**src/bttm_pkg.sv**
```systemverilog
// Shared types and constants for the battery, temperature and button monitor.
// Holds the request and result structs, the register map and fixed-point constants.
// No dependencies; every other file of the block but bttm_ram imports this package.
package bttm_pkg;

    // Channel widths
    localparam int SAMPLE_W    = 12;
    localparam int THR_MV_W    = 15;
    localparam int THR_CNT_W   = 13;
    localparam int MV_W        = 15;
    localparam int LEVEL_W     = 3;
    localparam int CHARGE_W    = 2;
    localparam int TEMP_W      = 12;
    localparam int CFG_IDX_W   = 3;
    localparam int CFG_DATA_W  = 15;

    // Ring depths: defaults and the largest depth the sums are sized for
    localparam int BATT_SAMPLES_DEF = 8;
    localparam int TEMP_SAMPLES_DEF = 8;
    localparam int STAT_SAMPLES_DEF = 8;
    localparam int MAX_SAMPLES      = 64;
    localparam int SUM_W            = SAMPLE_W + $clog2(MAX_SAMPLES);

    // Averaging divide by ring depth: exact reciprocal multiply
    localparam int AVG_SHIFT   = SUM_W + $clog2(MAX_SAMPLES);
    localparam int AVG_RECIP_W = AVG_SHIFT;

    // Battery divider gain in Q8 and millivolt scaling
    localparam int BATT_MULT_Q8 = 512;
    localparam int GAIN_W       = 15;
    localparam logic [GAIN_W-1:0] MV_GAIN = GAIN_W'(8 * BATT_MULT_Q8);
    localparam int SCALED_W     = 27;

    // Divide by 4095 with half-up rounding: exact reciprocal multiply
    localparam int FULL_SCALE_W = 12;
    localparam logic [SCALED_W-1:0] HALF_FULL_SCALE = SCALED_W'(2047);
    localparam int DIV_SHIFT    = SCALED_W + FULL_SCALE_W;
    localparam int DIV_RECIP_W  = 28;
    localparam logic [DIV_RECIP_W-1:0] DIV_RECIP =
        DIV_RECIP_W'(((64'd1 << DIV_SHIFT) + 64'd4094) / 64'd4095);

    // Temperature: avg*2048 + 2047, then divide by 4095, minus 50.0 degrees
    localparam int TEMP_X_W = SAMPLE_W + 11;
    localparam logic [TEMP_W-1:0] TEMP_OFFSET = TEMP_W'(500);

    // Front to back queue
    localparam int QUEUE_DEPTH = 4;

    // Scan operations
    localparam logic OP_UPDATE = 1'b0;
    localparam logic OP_PRIME  = 1'b1;

    // Register map
    localparam logic [CFG_IDX_W-1:0] REG_BATT_CRIT     = 3'd0;
    localparam logic [CFG_IDX_W-1:0] REG_BATT_EMPTY    = 3'd1;
    localparam logic [CFG_IDX_W-1:0] REG_BATT_QUARTER  = 3'd2;
    localparam logic [CFG_IDX_W-1:0] REG_BATT_HALF     = 3'd3;
    localparam logic [CFG_IDX_W-1:0] REG_BATT_3QUARTER = 3'd4;
    localparam logic [CFG_IDX_W-1:0] REG_STAT1_THR     = 3'd5;
    localparam logic [CFG_IDX_W-1:0] REG_STAT2_THR     = 3'd6;
    localparam logic [CFG_IDX_W-1:0] REG_BUTTON_THR    = 3'd7;

    // Register reset values
    localparam logic [THR_MV_W-1:0]  RST_BATT_CRIT     = 15'd3300;
    localparam logic [THR_MV_W-1:0]  RST_BATT_EMPTY    = 15'd3500;
    localparam logic [THR_MV_W-1:0]  RST_BATT_QUARTER  = 15'd3700;
    localparam logic [THR_MV_W-1:0]  RST_BATT_HALF     = 15'd3800;
    localparam logic [THR_MV_W-1:0]  RST_BATT_3QUARTER = 15'd3950;
    localparam logic [THR_CNT_W-1:0] RST_CNT_THR       = 13'd2048;

    // Battery levels
    localparam logic [LEVEL_W-1:0] LVL_CRITICAL = 3'd0;
    localparam logic [LEVEL_W-1:0] LVL_EMPTY    = 3'd1;
    localparam logic [LEVEL_W-1:0] LVL_QUARTER  = 3'd2;
    localparam logic [LEVEL_W-1:0] LVL_HALF     = 3'd3;
    localparam logic [LEVEL_W-1:0] LVL_3QUARTER = 3'd4;
    localparam logic [LEVEL_W-1:0] LVL_FULL     = 3'd5;

    // Charge states
    localparam logic [CHARGE_W-1:0] CHG_OFF   = 2'd0;
    localparam logic [CHARGE_W-1:0] CHG_ON    = 2'd1;
    localparam logic [CHARGE_W-1:0] CHG_FAULT = 2'd2;

    typedef struct packed {
        logic                op;
        logic [SAMPLE_W-1:0] button_sample;
        logic [SAMPLE_W-1:0] stat2_sample;
        logic [SAMPLE_W-1:0] batt_sample;
        logic [SAMPLE_W-1:0] stat1_sample;
        logic [SAMPLE_W-1:0] temp_sample;
    } bttm_in_t;

    typedef struct packed {
        logic [MV_W-1:0]          batt_millivolts;
        logic [LEVEL_W-1:0]       batt_level;
        logic [CHARGE_W-1:0]      chg_status;
        logic signed [TEMP_W-1:0] temp_tenths_c;
        logic                     button_pressed;
    } bttm_out_t;

    // Ring sums after one scan, handed from front to back
    typedef struct packed {
        logic [SUM_W-1:0] batt_sum;
        logic [SUM_W-1:0] temp_sum;
        logic [SUM_W-1:0] stat1_sum;
        logic [SUM_W-1:0] stat2_sum;
        logic             button_pressed;
    } bttm_front_t;

    typedef struct packed {
        logic [4:0][THR_MV_W-1:0] batt_thr_mv;
        logic [THR_CNT_W-1:0]     stat1_thr;
        logic [THR_CNT_W-1:0]     stat2_thr;
        logic [THR_CNT_W-1:0]     button_thr;
    } bttm_cfg_t;

endpackage

```
**src/battery_temp_button_monitor.sv**
```systemverilog
// Top level of the battery, temperature and button monitor.
// Holds the register file and joins front end, queue and back end. Depends on bttm_pkg.

// Each scan request carries five 12-bit converter channels. Battery, temperature
// and both charger-status channels go into rings (depths set by the parameters),
// each kept with a running sum; a prime scan fills every ring with its samples and
// marks the button as previously pressed. Every scan gives exactly one result:
// battery millivolts and six-way level, charge state (off / on / fault), temperature
// in tenths of a degree and a debounced button bit. One scan is taken every clock
// cycle while scan_stall is low. The front end updates the rings in the cycle it
// accepts a scan (the ring RAMs do one write and one read-ahead a cycle); a four-entry
// queue then feeds a three-stage back end. A result leaves the queue into stage one,
// then passes stages two and three; result_valid is the stage-three valid bit.
// scan_stall rises only when the queue is full. Registers are written through
// cfg_valid/cfg_ready, which is always ready, and should be written only while no
// scan is in flight.
module battery_temp_button_monitor #(
    parameter int BATT_SAMPLES = bttm_pkg::BATT_SAMPLES_DEF,
    parameter int TEMP_SAMPLES = bttm_pkg::TEMP_SAMPLES_DEF,
    parameter int STAT_SAMPLES = bttm_pkg::STAT_SAMPLES_DEF
) (
    input  logic                            clk,
    input  logic                            rst_n,
    // scan requests
    input  logic                            scan_valid,
    output logic                            scan_stall,
    input  bttm_pkg::bttm_in_t              scan_data,
    // result requests
    output logic                            result_valid,
    input  logic                            result_stall,
    output bttm_pkg::bttm_out_t             result_data,
    // register writes
    input  logic                            cfg_valid,
    output logic                            cfg_ready,
    input  logic [bttm_pkg::CFG_IDX_W-1:0]  cfg_index,
    input  logic [bttm_pkg::CFG_DATA_W-1:0] cfg_data
);
    import bttm_pkg::*;

    bttm_cfg_t   cfg_reg, cfg_next;
    logic        push, pop;
    logic        queue_full, queue_not_empty;
    bttm_front_t push_data, head;

    assign cfg_ready = 1'b1;

    // register file: 15-bit millivolt thresholds, 13-bit count thresholds
    always_comb
    begin
        cfg_next = cfg_reg;
        if (cfg_valid && cfg_ready)
        begin
            case (cfg_index)
                REG_BATT_CRIT:     cfg_next.batt_thr_mv[0] = cfg_data;
                REG_BATT_EMPTY:    cfg_next.batt_thr_mv[1] = cfg_data;
                REG_BATT_QUARTER:  cfg_next.batt_thr_mv[2] = cfg_data;
                REG_BATT_HALF:     cfg_next.batt_thr_mv[3] = cfg_data;
                REG_BATT_3QUARTER: cfg_next.batt_thr_mv[4] = cfg_data;
                REG_STAT1_THR:     cfg_next.stat1_thr      = cfg_data[THR_CNT_W-1:0];
                REG_STAT2_THR:     cfg_next.stat2_thr      = cfg_data[THR_CNT_W-1:0];
                REG_BUTTON_THR:    cfg_next.button_thr     = cfg_data[THR_CNT_W-1:0];
                default:           cfg_next = cfg_reg;
            endcase
        end
    end

    always_ff @(posedge clk or negedge rst_n)
    begin
        if (!rst_n)
        begin
            cfg_reg.batt_thr_mv[0] <= RST_BATT_CRIT;
            cfg_reg.batt_thr_mv[1] <= RST_BATT_EMPTY;
            cfg_reg.batt_thr_mv[2] <= RST_BATT_QUARTER;
            cfg_reg.batt_thr_mv[3] <= RST_BATT_HALF;
            cfg_reg.batt_thr_mv[4] <= RST_BATT_3QUARTER;
            cfg_reg.stat1_thr      <= RST_CNT_THR;
            cfg_reg.stat2_thr      <= RST_CNT_THR;
            cfg_reg.button_thr     <= RST_CNT_THR;
        end
        else
        begin
            cfg_reg <= cfg_next;
        end
    end

    // front end: ring updates and button history
    bttm_front #(
        .BATT_SAMPLES (BATT_SAMPLES),
        .TEMP_SAMPLES (TEMP_SAMPLES),
        .STAT_SAMPLES (STAT_SAMPLES)
    ) u_front (
        .clk        (clk),
        .rst_n      (rst_n),
        .scan_valid (scan_valid),
        .scan_stall (scan_stall),
        .scan_data  (scan_data),
        .button_thr (cfg_reg.button_thr),
        .queue_full (queue_full),
        .push       (push),
        .push_data  (push_data)
    );

    // decouples ring updates from output back-pressure
    bttm_queue u_queue (
        .clk       (clk),
        .rst_n     (rst_n),
        .push      (push),
        .push_data (push_data),
        .pop       (pop),
        .full      (queue_full),
        .not_empty (queue_not_empty),
        .head      (head)
    );

    // back end: averaging, scaling and decode
    bttm_back #(
        .BATT_SAMPLES (BATT_SAMPLES),
        .TEMP_SAMPLES (TEMP_SAMPLES),
        .STAT_SAMPLES (STAT_SAMPLES)
    ) u_back (
        .clk          (clk),
        .rst_n        (rst_n),
        .cfg          (cfg_reg),
        .head_valid   (queue_not_empty),
        .head         (head),
        .pop          (pop),
        .result_valid (result_valid),
        .result_stall (result_stall),
        .result_data  (result_data)
    );

endmodule

```
**src/bttm_ram.sv**
```systemverilog
// Generic single-port-write, single-port-read RAM with registered read data.
// No dependencies.
module bttm_ram #(
    parameter int WIDTH = 12,
    parameter int DEPTH = 8
) (
    input  logic                     clk,
    input  logic                     wr_en,
    input  logic [$clog2(DEPTH)-1:0] wr_addr,
    input  logic [WIDTH-1:0]         wr_data,
    input  logic [$clog2(DEPTH)-1:0] rd_addr,
    output logic [WIDTH-1:0]         rd_data
);

    logic [WIDTH-1:0] mem [DEPTH];

    always_ff @(posedge clk)
    begin
        if (wr_en)
        begin
            mem[wr_addr] <= wr_data;
        end
        rd_data <= mem[rd_addr];
    end

endmodule

```
**src/bttm_ring.sv**
```systemverilog
// One sample ring with a running sum; entries not written since the last prime
// read as the prime value. Depends on bttm_pkg and bttm_ram.
module bttm_ring #(
    parameter int DEPTH = 8
) (
    input  logic                           clk,
    input  logic                           rst_n,
    input  logic                           en,
    input  logic                           prime,
    input  logic [bttm_pkg::SAMPLE_W-1:0]  sample,
    output logic [bttm_pkg::SUM_W-1:0]     sum_next
);
    import bttm_pkg::*;

    localparam int SLOT_W = $clog2(DEPTH);
    localparam int FILL_W = $clog2(DEPTH + 1);

    logic [SLOT_W-1:0]   slot_reg, slot_next;
    logic [FILL_W-1:0]   fill_reg, fill_next;
    logic [SAMPLE_W-1:0] prime_val_reg, prime_val_next;
    logic [SUM_W-1:0]    sum_reg;
    logic [SAMPLE_W-1:0] ram_rd;
    logic [SAMPLE_W-1:0] oldest;
    logic                wr_en;

    // entry at slot holds the prime value until overwritten since the prime
    assign oldest = (fill_reg > FILL_W'(slot_reg)) ? ram_rd : prime_val_reg;
    assign wr_en  = en && !prime;

    always_comb
    begin
        slot_next      = slot_reg;
        fill_next      = fill_reg;
        prime_val_next = prime_val_reg;
        sum_next       = sum_reg;
        if (en)
        begin
            if (prime)
            begin
                slot_next      = '0;
                fill_next      = '0;
                prime_val_next = sample;
                sum_next       = SUM_W'(SUM_W'(sample) * SUM_W'(DEPTH));
            end
            else
            begin
                slot_next = (slot_reg == SLOT_W'(DEPTH - 1)) ? '0 : slot_reg + SLOT_W'(1);
                if (fill_reg != FILL_W'(DEPTH))
                begin
                    fill_next = fill_reg + FILL_W'(1);
                end
                sum_next = sum_reg + SUM_W'(sample) - SUM_W'(oldest);
            end
        end
    end

    always_ff @(posedge clk or negedge rst_n)
    begin
        if (!rst_n)
        begin
            slot_reg      <= '0;
            fill_reg      <= '0;
            prime_val_reg <= '0;
            sum_reg       <= '0;
        end
        else
        begin
            slot_reg      <= slot_next;
            fill_reg      <= fill_next;
            prime_val_reg <= prime_val_next;
            sum_reg       <= sum_next;
        end
    end

    // read ahead at the next slot so the oldest entry is ready on the next scan
    bttm_ram #(
        .WIDTH (SAMPLE_W),
        .DEPTH (DEPTH)
    ) u_ram (
        .clk     (clk),
        .wr_en   (wr_en),
        .wr_addr (slot_reg),
        .wr_data (sample),
        .rd_addr (slot_next),
        .rd_data (ram_rd)
    );

    // writes since a prime run from slot zero, so the fill count tracks the slot
    a_fill_tracks_slot: assert property (@(posedge clk) disable iff (!rst_n)
        (fill_reg == FILL_W'(DEPTH)) || (fill_reg == FILL_W'(slot_reg)))
        else $error("ring fill count out of step with slot");

endmodule

```
**src/bttm_front.sv**
```systemverilog
// Front end: accepts scans, updates the four rings and the button history,
// and queues the new ring sums. Depends on bttm_pkg and bttm_ring.
module bttm_front #(
    parameter int BATT_SAMPLES = bttm_pkg::BATT_SAMPLES_DEF,
    parameter int TEMP_SAMPLES = bttm_pkg::TEMP_SAMPLES_DEF,
    parameter int STAT_SAMPLES = bttm_pkg::STAT_SAMPLES_DEF
) (
    input  logic                           clk,
    input  logic                           rst_n,
    input  logic                           scan_valid,
    output logic                           scan_stall,
    input  bttm_pkg::bttm_in_t             scan_data,
    input  logic [bttm_pkg::THR_CNT_W-1:0] button_thr,
    input  logic                           queue_full,
    output logic                           push,
    output bttm_pkg::bttm_front_t          push_data
);
    import bttm_pkg::*;

    logic accept;
    logic prime;
    logic button_high;
    logic button_prev_reg, button_prev_next;

    assign scan_stall = queue_full;
    assign accept     = scan_valid && !queue_full;
    assign prime      = (scan_data.op == OP_PRIME);
    assign push       = accept;

    assign button_high = ({1'b0, scan_data.button_sample} >= button_thr);
    assign push_data.button_pressed = button_high && (prime || button_prev_reg);
    assign button_prev_next = accept ? button_high : button_prev_reg;

    always_ff @(posedge clk or negedge rst_n)
    begin
        if (!rst_n)
        begin
            button_prev_reg <= 1'b1;
        end
        else
        begin
            button_prev_reg <= button_prev_next;
        end
    end

    bttm_ring #(.DEPTH(BATT_SAMPLES)) u_batt_ring (
        .clk      (clk),
        .rst_n    (rst_n),
        .en       (accept),
        .prime    (prime),
        .sample   (scan_data.batt_sample),
        .sum_next (push_data.batt_sum)
    );

    bttm_ring #(.DEPTH(TEMP_SAMPLES)) u_temp_ring (
        .clk      (clk),
        .rst_n    (rst_n),
        .en       (accept),
        .prime    (prime),
        .sample   (scan_data.temp_sample),
        .sum_next (push_data.temp_sum)
    );

    bttm_ring #(.DEPTH(STAT_SAMPLES)) u_stat1_ring (
        .clk      (clk),
        .rst_n    (rst_n),
        .en       (accept),
        .prime    (prime),
        .sample   (scan_data.stat1_sample),
        .sum_next (push_data.stat1_sum)
    );

    bttm_ring #(.DEPTH(STAT_SAMPLES)) u_stat2_ring (
        .clk      (clk),
        .rst_n    (rst_n),
        .en       (accept),
        .prime    (prime),
        .sample   (scan_data.stat2_sample),
        .sum_next (push_data.stat2_sum)
    );

endmodule

```
**src/bttm_queue.sv**
```systemverilog
// Short queue of ring sums between the front and back ends.
// Depends on bttm_pkg.
module bttm_queue (
    input  logic                  clk,
    input  logic                  rst_n,
    input  logic                  push,
    input  bttm_pkg::bttm_front_t push_data,
    input  logic                  pop,
    output logic                  full,
    output logic                  not_empty,
    output bttm_pkg::bttm_front_t head
);
    import bttm_pkg::*;

    localparam int PTR_W = $clog2(QUEUE_DEPTH);
    localparam int CNT_W = $clog2(QUEUE_DEPTH + 1);

    bttm_front_t       entry_reg [QUEUE_DEPTH];
    logic [PTR_W-1:0]  wr_ptr_reg, rd_ptr_reg;
    logic [CNT_W-1:0]  count_reg, count_next;

    assign full      = (count_reg == CNT_W'(QUEUE_DEPTH));
    assign not_empty = (count_reg != '0);
    assign head      = entry_reg[rd_ptr_reg];

    always_comb
    begin
        count_next = count_reg;
        if (push && !pop)
        begin
            count_next = count_reg + CNT_W'(1);
        end
        else if (pop && !push)
        begin
            count_next = count_reg - CNT_W'(1);
        end
    end

    always_ff @(posedge clk or negedge rst_n)
    begin
        if (!rst_n)
        begin
            wr_ptr_reg <= '0;
            rd_ptr_reg <= '0;
            count_reg  <= '0;
        end
        else
        begin
            if (push)
            begin
                wr_ptr_reg <= wr_ptr_reg + PTR_W'(1);
            end
            if (pop)
            begin
                rd_ptr_reg <= rd_ptr_reg + PTR_W'(1);
            end
            count_reg <= count_next;
        end
    end

    always_ff @(posedge clk)
    begin
        if (push)
        begin
            entry_reg[wr_ptr_reg] <= push_data;
        end
    end

    a_no_push_when_full: assert property (@(posedge clk) disable iff (!rst_n)
        push |-> !full)
        else $error("queue overrun");

    a_no_pop_when_empty: assert property (@(posedge clk) disable iff (!rst_n)
        pop |-> not_empty)
        else $error("queue underrun");

endmodule

```
**src/bttm_back.sv**
```systemverilog
// Back end: three-stage pipeline from ring sums to the result request.
// Averages, millivolt and temperature scaling, level and charge decode. Depends on bttm_pkg.
module bttm_back #(
    parameter int BATT_SAMPLES = bttm_pkg::BATT_SAMPLES_DEF,
    parameter int TEMP_SAMPLES = bttm_pkg::TEMP_SAMPLES_DEF,
    parameter int STAT_SAMPLES = bttm_pkg::STAT_SAMPLES_DEF
) (
    input  logic                  clk,
    input  logic                  rst_n,
    input  bttm_pkg::bttm_cfg_t   cfg,
    input  logic                  head_valid,
    input  bttm_pkg::bttm_front_t head,
    output logic                  pop,
    output logic                  result_valid,
    input  logic                  result_stall,
    output bttm_pkg::bttm_out_t   result_data
);
    import bttm_pkg::*;

    localparam int PROD_W     = SUM_W + AVG_RECIP_W;
    localparam int MV_PROD_W  = SCALED_W + DIV_RECIP_W;
    localparam int TMP_PROD_W = TEMP_X_W + DIV_RECIP_W;
    localparam int THR_X_W    = THR_MV_W + FULL_SCALE_W;

    // rounding bias: sum + n - n/2 makes the floor divide round as required
    localparam logic [SUM_W-1:0] BATT_BIAS = SUM_W'(BATT_SAMPLES - BATT_SAMPLES / 2);
    localparam logic [SUM_W-1:0] TEMP_BIAS = SUM_W'(TEMP_SAMPLES - TEMP_SAMPLES / 2);
    localparam logic [SUM_W-1:0] STAT_BIAS = SUM_W'(STAT_SAMPLES - STAT_SAMPLES / 2);
    localparam logic [AVG_RECIP_W-1:0] BATT_RECIP =
        AVG_RECIP_W'(((64'd1 << AVG_SHIFT) + BATT_SAMPLES - 1) / BATT_SAMPLES);
    localparam logic [AVG_RECIP_W-1:0] TEMP_RECIP =
        AVG_RECIP_W'(((64'd1 << AVG_SHIFT) + TEMP_SAMPLES - 1) / TEMP_SAMPLES);
    localparam logic [AVG_RECIP_W-1:0] STAT_RECIP =
        AVG_RECIP_W'(((64'd1 << AVG_SHIFT) + STAT_SAMPLES - 1) / STAT_SAMPLES);

    function automatic logic [SAMPLE_W-1:0] avg_of(
        input logic [SUM_W-1:0]       sum,
        input logic [SUM_W-1:0]       bias,
        input logic [AVG_RECIP_W-1:0] recip
    );
        logic [PROD_W-1:0] prod;
        prod   = PROD_W'(sum + bias) * PROD_W'(recip);
        avg_of = prod[AVG_SHIFT +: SAMPLE_W];
    endfunction

    logic advance;

    // stage 1: averages
    logic                v1_reg;
    logic [SAMPLE_W-1:0] batt_avg_reg, temp_avg_reg, stat1_avg_reg, stat2_avg_reg;
    logic                btn1_reg;

    // stage 2: scaled battery, temperature numerator, charge state
    logic                v2_reg;
    logic [SCALED_W-1:0] scaled_reg;
    logic [TEMP_X_W-1:0] temp_x_reg;
    logic [CHARGE_W-1:0] charge_reg;
    logic                btn2_reg;
    logic                stat1_high, stat2_high;
    logic [CHARGE_W-1:0] charge_next;

    // stage 3: output register
    logic                v3_reg;
    bttm_out_t           result_reg, result_next;
    logic [MV_PROD_W-1:0]  mv_prod;
    logic [TMP_PROD_W-1:0] temp_prod;
    logic [SAMPLE_W-1:0]   temp_q;
    logic [SCALED_W-1:0]   thr_scaled [5];

    assign advance      = !v3_reg || !result_stall;
    assign pop          = advance && head_valid;
    assign result_valid = v3_reg;
    assign result_data  = result_reg;

    assign stat1_high = ({1'b0, stat1_avg_reg} >= cfg.stat1_thr);
    assign stat2_high = ({1'b0, stat2_avg_reg} >= cfg.stat2_thr);

    always_comb
    begin
        if (stat1_high)
        begin
            charge_next = CHG_OFF;
        end
        else if (stat2_high)
        begin
            charge_next = CHG_ON;
        end
        else
        begin
            charge_next = CHG_FAULT;
        end
    end

    // thresholds in the same scale as avg*8*gain: thr * 4095
    always_comb
    begin
        for (int i = 0; i < 5; i++)
        begin
            thr_scaled[i] = SCALED_W'({cfg.batt_thr_mv[i], {FULL_SCALE_W{1'b0}}})
                          - SCALED_W'(cfg.batt_thr_mv[i]);
        end
    end

    assign mv_prod   = MV_PROD_W'(scaled_reg + HALF_FULL_SCALE) * MV_PROD_W'(DIV_RECIP);
    assign temp_prod = TMP_PROD_W'(temp_x_reg) * TMP_PROD_W'(DIV_RECIP);
    assign temp_q    = temp_prod[DIV_SHIFT +: SAMPLE_W];

    always_comb
    begin
        result_next.batt_millivolts = mv_prod[DIV_SHIFT +: MV_W];
        result_next.chg_status      = charge_reg;
        result_next.temp_tenths_c   = signed'(temp_q - TEMP_OFFSET);
        result_next.button_pressed  = btn2_reg;
        // first match from critical upward, whatever the threshold order
        if (scaled_reg <= thr_scaled[0])
        begin
            result_next.batt_level = LVL_CRITICAL;
        end
        else if (scaled_reg <= thr_scaled[1])
        begin
            result_next.batt_level = LVL_EMPTY;
        end
        else if (scaled_reg <= thr_scaled[2])
        begin
            result_next.batt_level = LVL_QUARTER;
        end
        else if (scaled_reg <= thr_scaled[3])
        begin
            result_next.batt_level = LVL_HALF;
        end
        else if (scaled_reg <= thr_scaled[4])
        begin
            result_next.batt_level = LVL_3QUARTER;
        end
        else
        begin
            result_next.batt_level = LVL_FULL;
        end
    end

    always_ff @(posedge clk or negedge rst_n)
    begin
        if (!rst_n)
        begin
            v1_reg <= 1'b0;
            v2_reg <= 1'b0;
            v3_reg <= 1'b0;
        end
        else if (advance)
        begin
            v1_reg <= head_valid;
            v2_reg <= v1_reg;
            v3_reg <= v2_reg;
        end
    end

    always_ff @(posedge clk)
    begin
        if (advance)
        begin
            batt_avg_reg  <= avg_of(head.batt_sum, BATT_BIAS, BATT_RECIP);
            temp_avg_reg  <= avg_of(head.temp_sum, TEMP_BIAS, TEMP_RECIP);
            stat1_avg_reg <= avg_of(head.stat1_sum, STAT_BIAS, STAT_RECIP);
            stat2_avg_reg <= avg_of(head.stat2_sum, STAT_BIAS, STAT_RECIP);
            btn1_reg      <= head.button_pressed;

            scaled_reg <= SCALED_W'(SCALED_W'(batt_avg_reg) * SCALED_W'(MV_GAIN));
            temp_x_reg <= {temp_avg_reg, 11'h7FF};
            charge_reg <= charge_next;
            btn2_reg   <= btn1_reg;

            result_reg <= result_next;
        end
    end

    a_pop_fills_stage1: assert property (@(posedge clk) disable iff (!rst_n)
        pop |=> v1_reg)
        else $error("popped request lost before stage one");

    a_stage_shift: assert property (@(posedge clk) disable iff (!rst_n)
        advance |=> (v3_reg == $past(v2_reg)) && (v2_reg == $past(v1_reg)))
        else $error("pipeline valid bits did not shift together");

endmodule

```
**config.mk**
```make
export PLATFORM = sky130hd
export DESIGN_NAME = battery_temp_button_monitor
export DESIGN_NICKNAME = d
export VERILOG_FILES = /design/src/bttm_pkg.sv /design/src/battery_temp_button_monitor.sv /design/src/bttm_ram.sv /design/src/bttm_ring.sv /design/src/bttm_front.sv /design/src/bttm_queue.sv /design/src/bttm_back.sv
export SDC_FILE = /design/constraint.sdc
export NUM_CORES = 2
export LEC_CHECK = 0
export BUFFER_PORTS_ARGS = -buffer_cell sky130_fd_sc_hd__buf_2
export CAP_MARGIN = 15
export CORE_UTILIZATION = 50
export CTS_BUF_LIST = sky130_fd_sc_hd__clkbuf_4 sky130_fd_sc_hd__clkbuf_8
export CTS_CLUSTER_DIAMETER = 120
export DETAILED_ROUTE_END_ITERATION = 10
export PLACE_DENSITY = 0.67
export SLEW_MARGIN = 10
export SYNTH_ARGS = -nofsm -noshare
export SYNTH_HDL_FRONTEND = slang
export SYNTH_SLANG_ARGS = --single-unit
```
**constraint.sdc**
```tcl
create_clock -name clk -period 15 [get_ports clk]
set_input_delay 2.25 -clock clk [delete_from_list [all_inputs] [get_ports clk]]
set_output_delay 2.25 -clock clk [all_outputs]
set_load 0.01 [all_outputs]
```
* Word level (Yosys, flattened, before mapping) *
Memory sizes are Yosys's and may differ from the RTL's. A register that Yosys moved wholly into a read port is not among the register bits.
Cells that the tools add are included.

word-level totals
  bits in registers = 382
  RAM bits = 676
  input port bits = 84
  output and inout bits = 36
  memories = 5

operators by class
  add/sub/neg operators = 31
  $mul = 2
  magnitude comparators = 12
  eq/ne operators = 16
  mux-type cells = 43
  reductions and logical operators = 36

memory list
  name                            words  width  read ports  clocked after memory_dff  wr ports  line              text
  u_queue.entry_reg               4      73     1           0                         1         bttm_queue.sv:18  bttm_front_t entry_reg [QUEUE_DEPTH];
  u_front.u_batt_ring.u_ram.mem   8      12     1           1                         1         bttm_ram.sv:15    logic [WIDTH-1:0] mem [DEPTH];
  u_front.u_stat1_ring.u_ram.mem  8      12     1           1                         1         bttm_ram.sv:15
  u_front.u_stat2_ring.u_ram.mem  8      12     1           1                         1         bttm_ram.sv:15
  u_front.u_temp_ring.u_ram.mem   8      12     1           1                         1         bttm_ram.sv:15

operators by type and width
  operator                                             number
  2-to-1 mux 18 bit                                    8
  less-or-equal comparator 24 x 27 -> 1 bit            5
  subtractor 27 x 15 -> 27 bit                         5
  adder 18 x 12 -> 18 bit                              4
  subtractor 18 x 12 -> 18 bit                         4
  adder 15 x 3 -> 15 bit, second input constant        4
  multiplier 55 x 28 -> 54 bit, second input constant  1
  multiplier 23 x 28 -> 51 bit, second input constant  1
  2-to-1 mux 12 bit                                    4
  2-to-1 mux 3 bit                                     14
  >= comparator 12 x 13 -> 1 bit                       3
  2-to-1 mux 4 bit                                     8
  == test 3 bit, second input constant                 9
  AND reduction 2 bit                                  13
  adder 24 x 11 -> 25 bit, second input constant       1
  adder 4 x 1 -> 4 bit, second input constant          4
  > comparator 4 x 3 -> 1 bit                          4
  != test 4 bit, second input constant                 4
  adder 3 x 1 -> 3 bit, second input constant          5
  subtractor 12 x 9 -> 12 bit, second input constant   1
  nonzero test 2 bit                                   5
  == test 3 x 2 -> 1 bit, second input constant        2
  logical AND 1 bit                                    6
  zero test 1 bit                                      6
  10 further kinds                                     19

* Longest topological paths before layout *
  word-level depth = 7
  gate-level depth with buffers = 23
  depth with buffers taken out = 22

* Cells and area by module *
From an unflattened synthesis, not the netlist that was laid out.

unflattened totals
  cell total of the unflattened synthesis = 3,948
  area total of the unflattened synthesis = 56,340.3 sq um

by module, submodules not included
  module                                instances  cells an instance  area each (sq um)  sequential area each (sq um)
  bttm_ram                              4          164                3,987.6            3,123.0
  bttm_back                             1          1,419              13,186.4           3,288.2
  bttm_queue                            1          415                10,925.5           8,943.6
  bttm_ring at u_front.u_batt_ring ...  3          288                2,844.0            925.9
  battery_temp_button_monitor           1          251                4,525.6            2,901.5
  bttm_ring at u_front.u_temp_ring      1          293                2,852.7            925.9
  bttm_front                            1          50                 367.9              26.3

* Worst setup path after synthesis *
No wires, ideal clock.

  kind = input to register
  start point = input result_stall
  end point = register u_queue.count_reg[1]
  arrival = 5,966 ps
  required time = 14,875 ps
  slack = 8,909 ps
  cell stages on the path = 7
  path buffers = 0
  path through = nand2_1 > o31a_1 > inv_1 > ha_1 > inv_1 > fa_1 > mux2_2

between the ends
  longest elaborated chain between the ends = 6
  elaborated cells on any way between the ends = 8
  those cells by class = 1 x mux; 7 x reduce/logical

ends and longest elaborated chain
  element                    line                               text
  start, declared            battery_temp_button_monitor.sv:30  input logic result_stall,
  zero test 1 bit            bttm_back.sv:70                    assign advance = !v3_reg || !result_stall;
  logical OR 1 bit           bttm_back.sv:70
  logical AND 1 bit          bttm_back.sv:71                    assign pop = advance && head_valid;
  zero test 1 bit            bttm_queue.sv:29                   if (push && !pop)
  logical AND 1 bit          bttm_queue.sv:29
  2-to-1 mux 3 bit           bttm_queue.sv:29
  net u_queue.count_next[1]  bttm_queue.sv:20                   logic [CNT_W-1:0] count_reg, count_next;
  end signal, assigned       bttm_queue.sv:57                   count_reg <= count_next;
  end, declared              bttm_queue.sv:20

The timed path passes the listed nets, and every way through them passes these cells.
A chain may end at the register's enable or synchronous reset.

==> results by group <==
Cells and area
  – Layout cell share with drive strength beyond 1: 16.6%
  – Final core utilization: 56.3%
  – Finished Layout Cells: 6216
  – Final instance area: 0.0585 mm2
  – P&R area growth vs syn: 11.3%
  – Max reg flops: about 210
  – Nets@finish: 5259

Setup path
  – Critical setup path kind: reg -> reg
  – Crit path largest cell delay: ~0.86 ns
  – CP endpoint kind: flip-flop
  – CP max stage cell: nor2_1
  – Crit path DAT: 6.41 ns
  – CP cell instances: inv_1 -> ha_1 -> a21o_1 -> a21oi_1 -> a31oi_1 -> nor2_1 -> mux2_2 -> fa_1 -> inv_1 -> fa_1 -> a21o_1 -> a21oi_1 -> o21bai_1 -> a211oi_1 -> o31ai_1 -> o41a_1 -> a41oi_1 -> a21oi_1 -> nand3b_1
  – Family with the most delay on the worst path: compound AO/OA/AOI/OAI gates
  – Most frequent CP cell: a21oi_1
  – Worst Path Buf+Inv: 2
  – CP Max Fanout: 12
  – CP startpoint kind: flip-flop
  – CP startpoint: u_front.u_batt_ring.slot_reg[1]
  – WP data required: ~16 ns
  – Reg-to-reg startpoint: u_front.u_batt_ring.slot_reg[1]

Routing
  – Vias: 33800
  – Remaining antenna violation count: 0
  – Total Wirelength: 114 mm
  – Avg WL per Cell: about 18 um
  – Remaining DRCs: 0
  – Initial detailed-routing violation count: 2396
  – Pre-antenna DRT Iters: 6
  – Vias/cell: 5.43

Timing
  – Clk_skew: 0.0438 ns
  – TNS Setup: 0 ns
  – Min cycle time layout: 5.90 ns
  – Final setup violation count: 0
  – Unrepaired setup endpoints after global routing: false
  – Max-slew violation count: 0
  – Worst slew pin tran: around 1.2 ns
  – FMAX: about 170 MHz
  – Crit share post-route: 39.3%
  – Final hold vios: 0
  – Worst rel slew slack: ~23%

Logic synthesis
  – Synth area leader: edfxtp_1
  – Syn Inst Count: 4508
  – Ys Warns: 0
  – Synth area leaders: edfxtp_1, dfrtp_1, ha_1
  – Post-synth EDFFs: 703
  – Post-synth top cells: edfxtp_1, nand2_1, ha_1
  – Ys flop type: edfxtp_1
  – Post-Syn Area: 0.0526 mm2
  – Syn avg cell area: 11.7 um2
  – Synth top area share: 40.2%
  – Async set-reset flop share out of synthesis: ~26%
  – Seq/Total Area, Yosys: 54.5%
  – Synth Register Bits: 1012
  – Yosys cell types: 100
  – Cell with the most instances after synthesis: edfxtp_1

Global routing
  – Largest net degree at the start of global routing: 81
  – GRT Total Usage: 21.6%
  – Initial antenna violation count: 5
  – First-pass GRT wire length: 181 mm
  – Vias in the first global route: ~34000
  – Grt total ovfl: 0

Clock tree
  – Reg clk slew, reported paths: 0.06 ns
  – Setup repair bufs after CTS: 0
  – Clock Tree Buf Depth: 3
  – Clk_lat worst skew: about 0.84 ns
  – Clock sinks: 1012
  – CTS tree: built
  – # H-tree levels: 4
  – CTS Root Cell: clkbuf_8
  – Num CTS Buffers: 167
  – Post-CTS sizing: 0
  – Cts-stage hold buffer count: 0

Power and ir drop
  – P_leak: 24.4 nW
  – Comb power frac: about half
  – Clock power share: 17.6%
  – Sequential power share: 30.7%
  – Pint: a little under 0.009 W
  – Peak VDD IR: 156 uV
  – P per Cell Area: 250 mW/mm2
  – Sw Ratio: 40.3%
  – Total power: 0.0146 W
  – P_sw: between 0.005 and 0.006 W

Hold path
  – Beginning of the worst hold path: u_back.temp_avg_reg[3]
  – Hold Path Class: reg -> reg

Floorplanning
  – Initial core utilization: 50.6%
  – Num ports: 120
  – Die H: 326 um
  – Die Width: 326 um
  – Die area: 0.106 mm2
  – FP Rows: roughly 120
  – Core Region: 0.104 mm2

Placement
  – IO buf count: about 120
  – Area after DPL: 0.0549 mm2
  – Routability Congestion: 0.894
  – Detailed-placement wirelength estimate: 75.4 mm
  – Placed cell count: 5897

Flow run
  – Max cap viols: 0

Run status
  – Outcome: complete, no violations
## cells in the final DEF, fill, tap and decap left out, types with 12 or more instances in the layout
master	count
dfstp_2	40
a21o_1	64
buf_4	64
nor3b_1	14
nor3_2	19
nand4_1	22
o211ai_1	14
ha_1	434
nor2_1	127
nor2b_1	25
mux4_2	53
clkinv_1	24
clkbuf_4	71
o21ai_0	209
and3_1	29
nor4_1	30
edfxtp_1	703
dfxtp_1	48
nor3_1	63
buf_2	114
fa_1	52
a211oi_1	32
xor2_1	82
inv_1	407
nand3_1	298
mux2i_1	17
a21oi_1	123
o21bai_1	17
xnor2_1	114
mux2_2	148
dfrtp_1	219
clkbuf_8	185
clkinv_2	15
a31oi_1	20
nor4_2	12
nand2b_1	23
nand2_1	651
nand3b_1	14
## per-stage QoR
step | hold slack (ns) | setup WS, ns
2_1_floorplan | 0.400 | 8.91
3_3_place_gp | 0.401 | 9.10
3_5_place_dp | 0.405 | 9.00
4_1_cts | 0.401 | 9.03
5_1_grt | 0.408 | 8.78
6_report | 0.419 | 9.10
## layout make-up
type	count	area, um2
Tap cell	1380	1730
Clock inverter	56	541
Timing Repair Buffer	182	1100
Sequential cell	1012	28700
Multi-Input combinational cell	2907	21800
Inverter	419	1570
Antenna cell	4	10.0
Clock buffer	256	3080
Fill cell	8708	45400
## routing by layer
layer,up-vias,wire (um),part of all wire [%],GRT usage (%)
met5,-,12,0.011,0
met4,2,3320,2.9,7.87
met3,222,5700,5.0,3.69
met2,753,53800,47,35.3
met1,16400,51200,45,29.0
li1,16400,-,-,-
## path summary, 6_finish.rpt
path | slack (ns) | cells after the start | to
hold reg to reg | 0.42 | 0 | u_back.temp_x_reg[14]
setup / recovery | 9.10 | 19 | u_queue.entry_reg[2][69]
max in group asynchronous | 11.40 | 3 | u_front.u_stat1_ring.sum_reg[14]
hold / removal | 0.42 | 0 | u_back.temp_x_reg[14]
min in group asynchronous | 1.40 | 1 | cfg_reg[60]
setup reg to reg | 9.10 | 19 | u_queue.entry_reg[2][69]
## power by group through the flow
| stage | Combinational [W] | Sequential (W) | Clock, W |
|---|---|---|---|
| 2_1_floorplan | 0.00593 | 0.00433 | 0 |
| 3_3_place_gp | 0.00742 | 0.00453 | 0 |
| 3_5_place_dp | 0.00757 | 0.00455 | 0 |
| 4_1_cts | 0.00765 | 0.00450 | 0.00263 |
| 5_1_grt | 0.00868 | 0.00458 | 0.00275 |
| 6_report | 0.00758 | 0.00449 | 0.00257 |
## kinds of logic (layout without fill, tap and decap cells)
group,Yosys count,in the layout,share of synthesized area [%]
simple gates,1395,1395,12.4
flops,1012,1012,54.5
compound gates,607,607,7.33
buf+inv,590,913,4.34
fa+ha+maj,486,486,12.3
mux,220,220,5.81
xor+xnor,196,196,3.27
other cells,2,7,0.0143
Power figures use the tool's default switching activity.
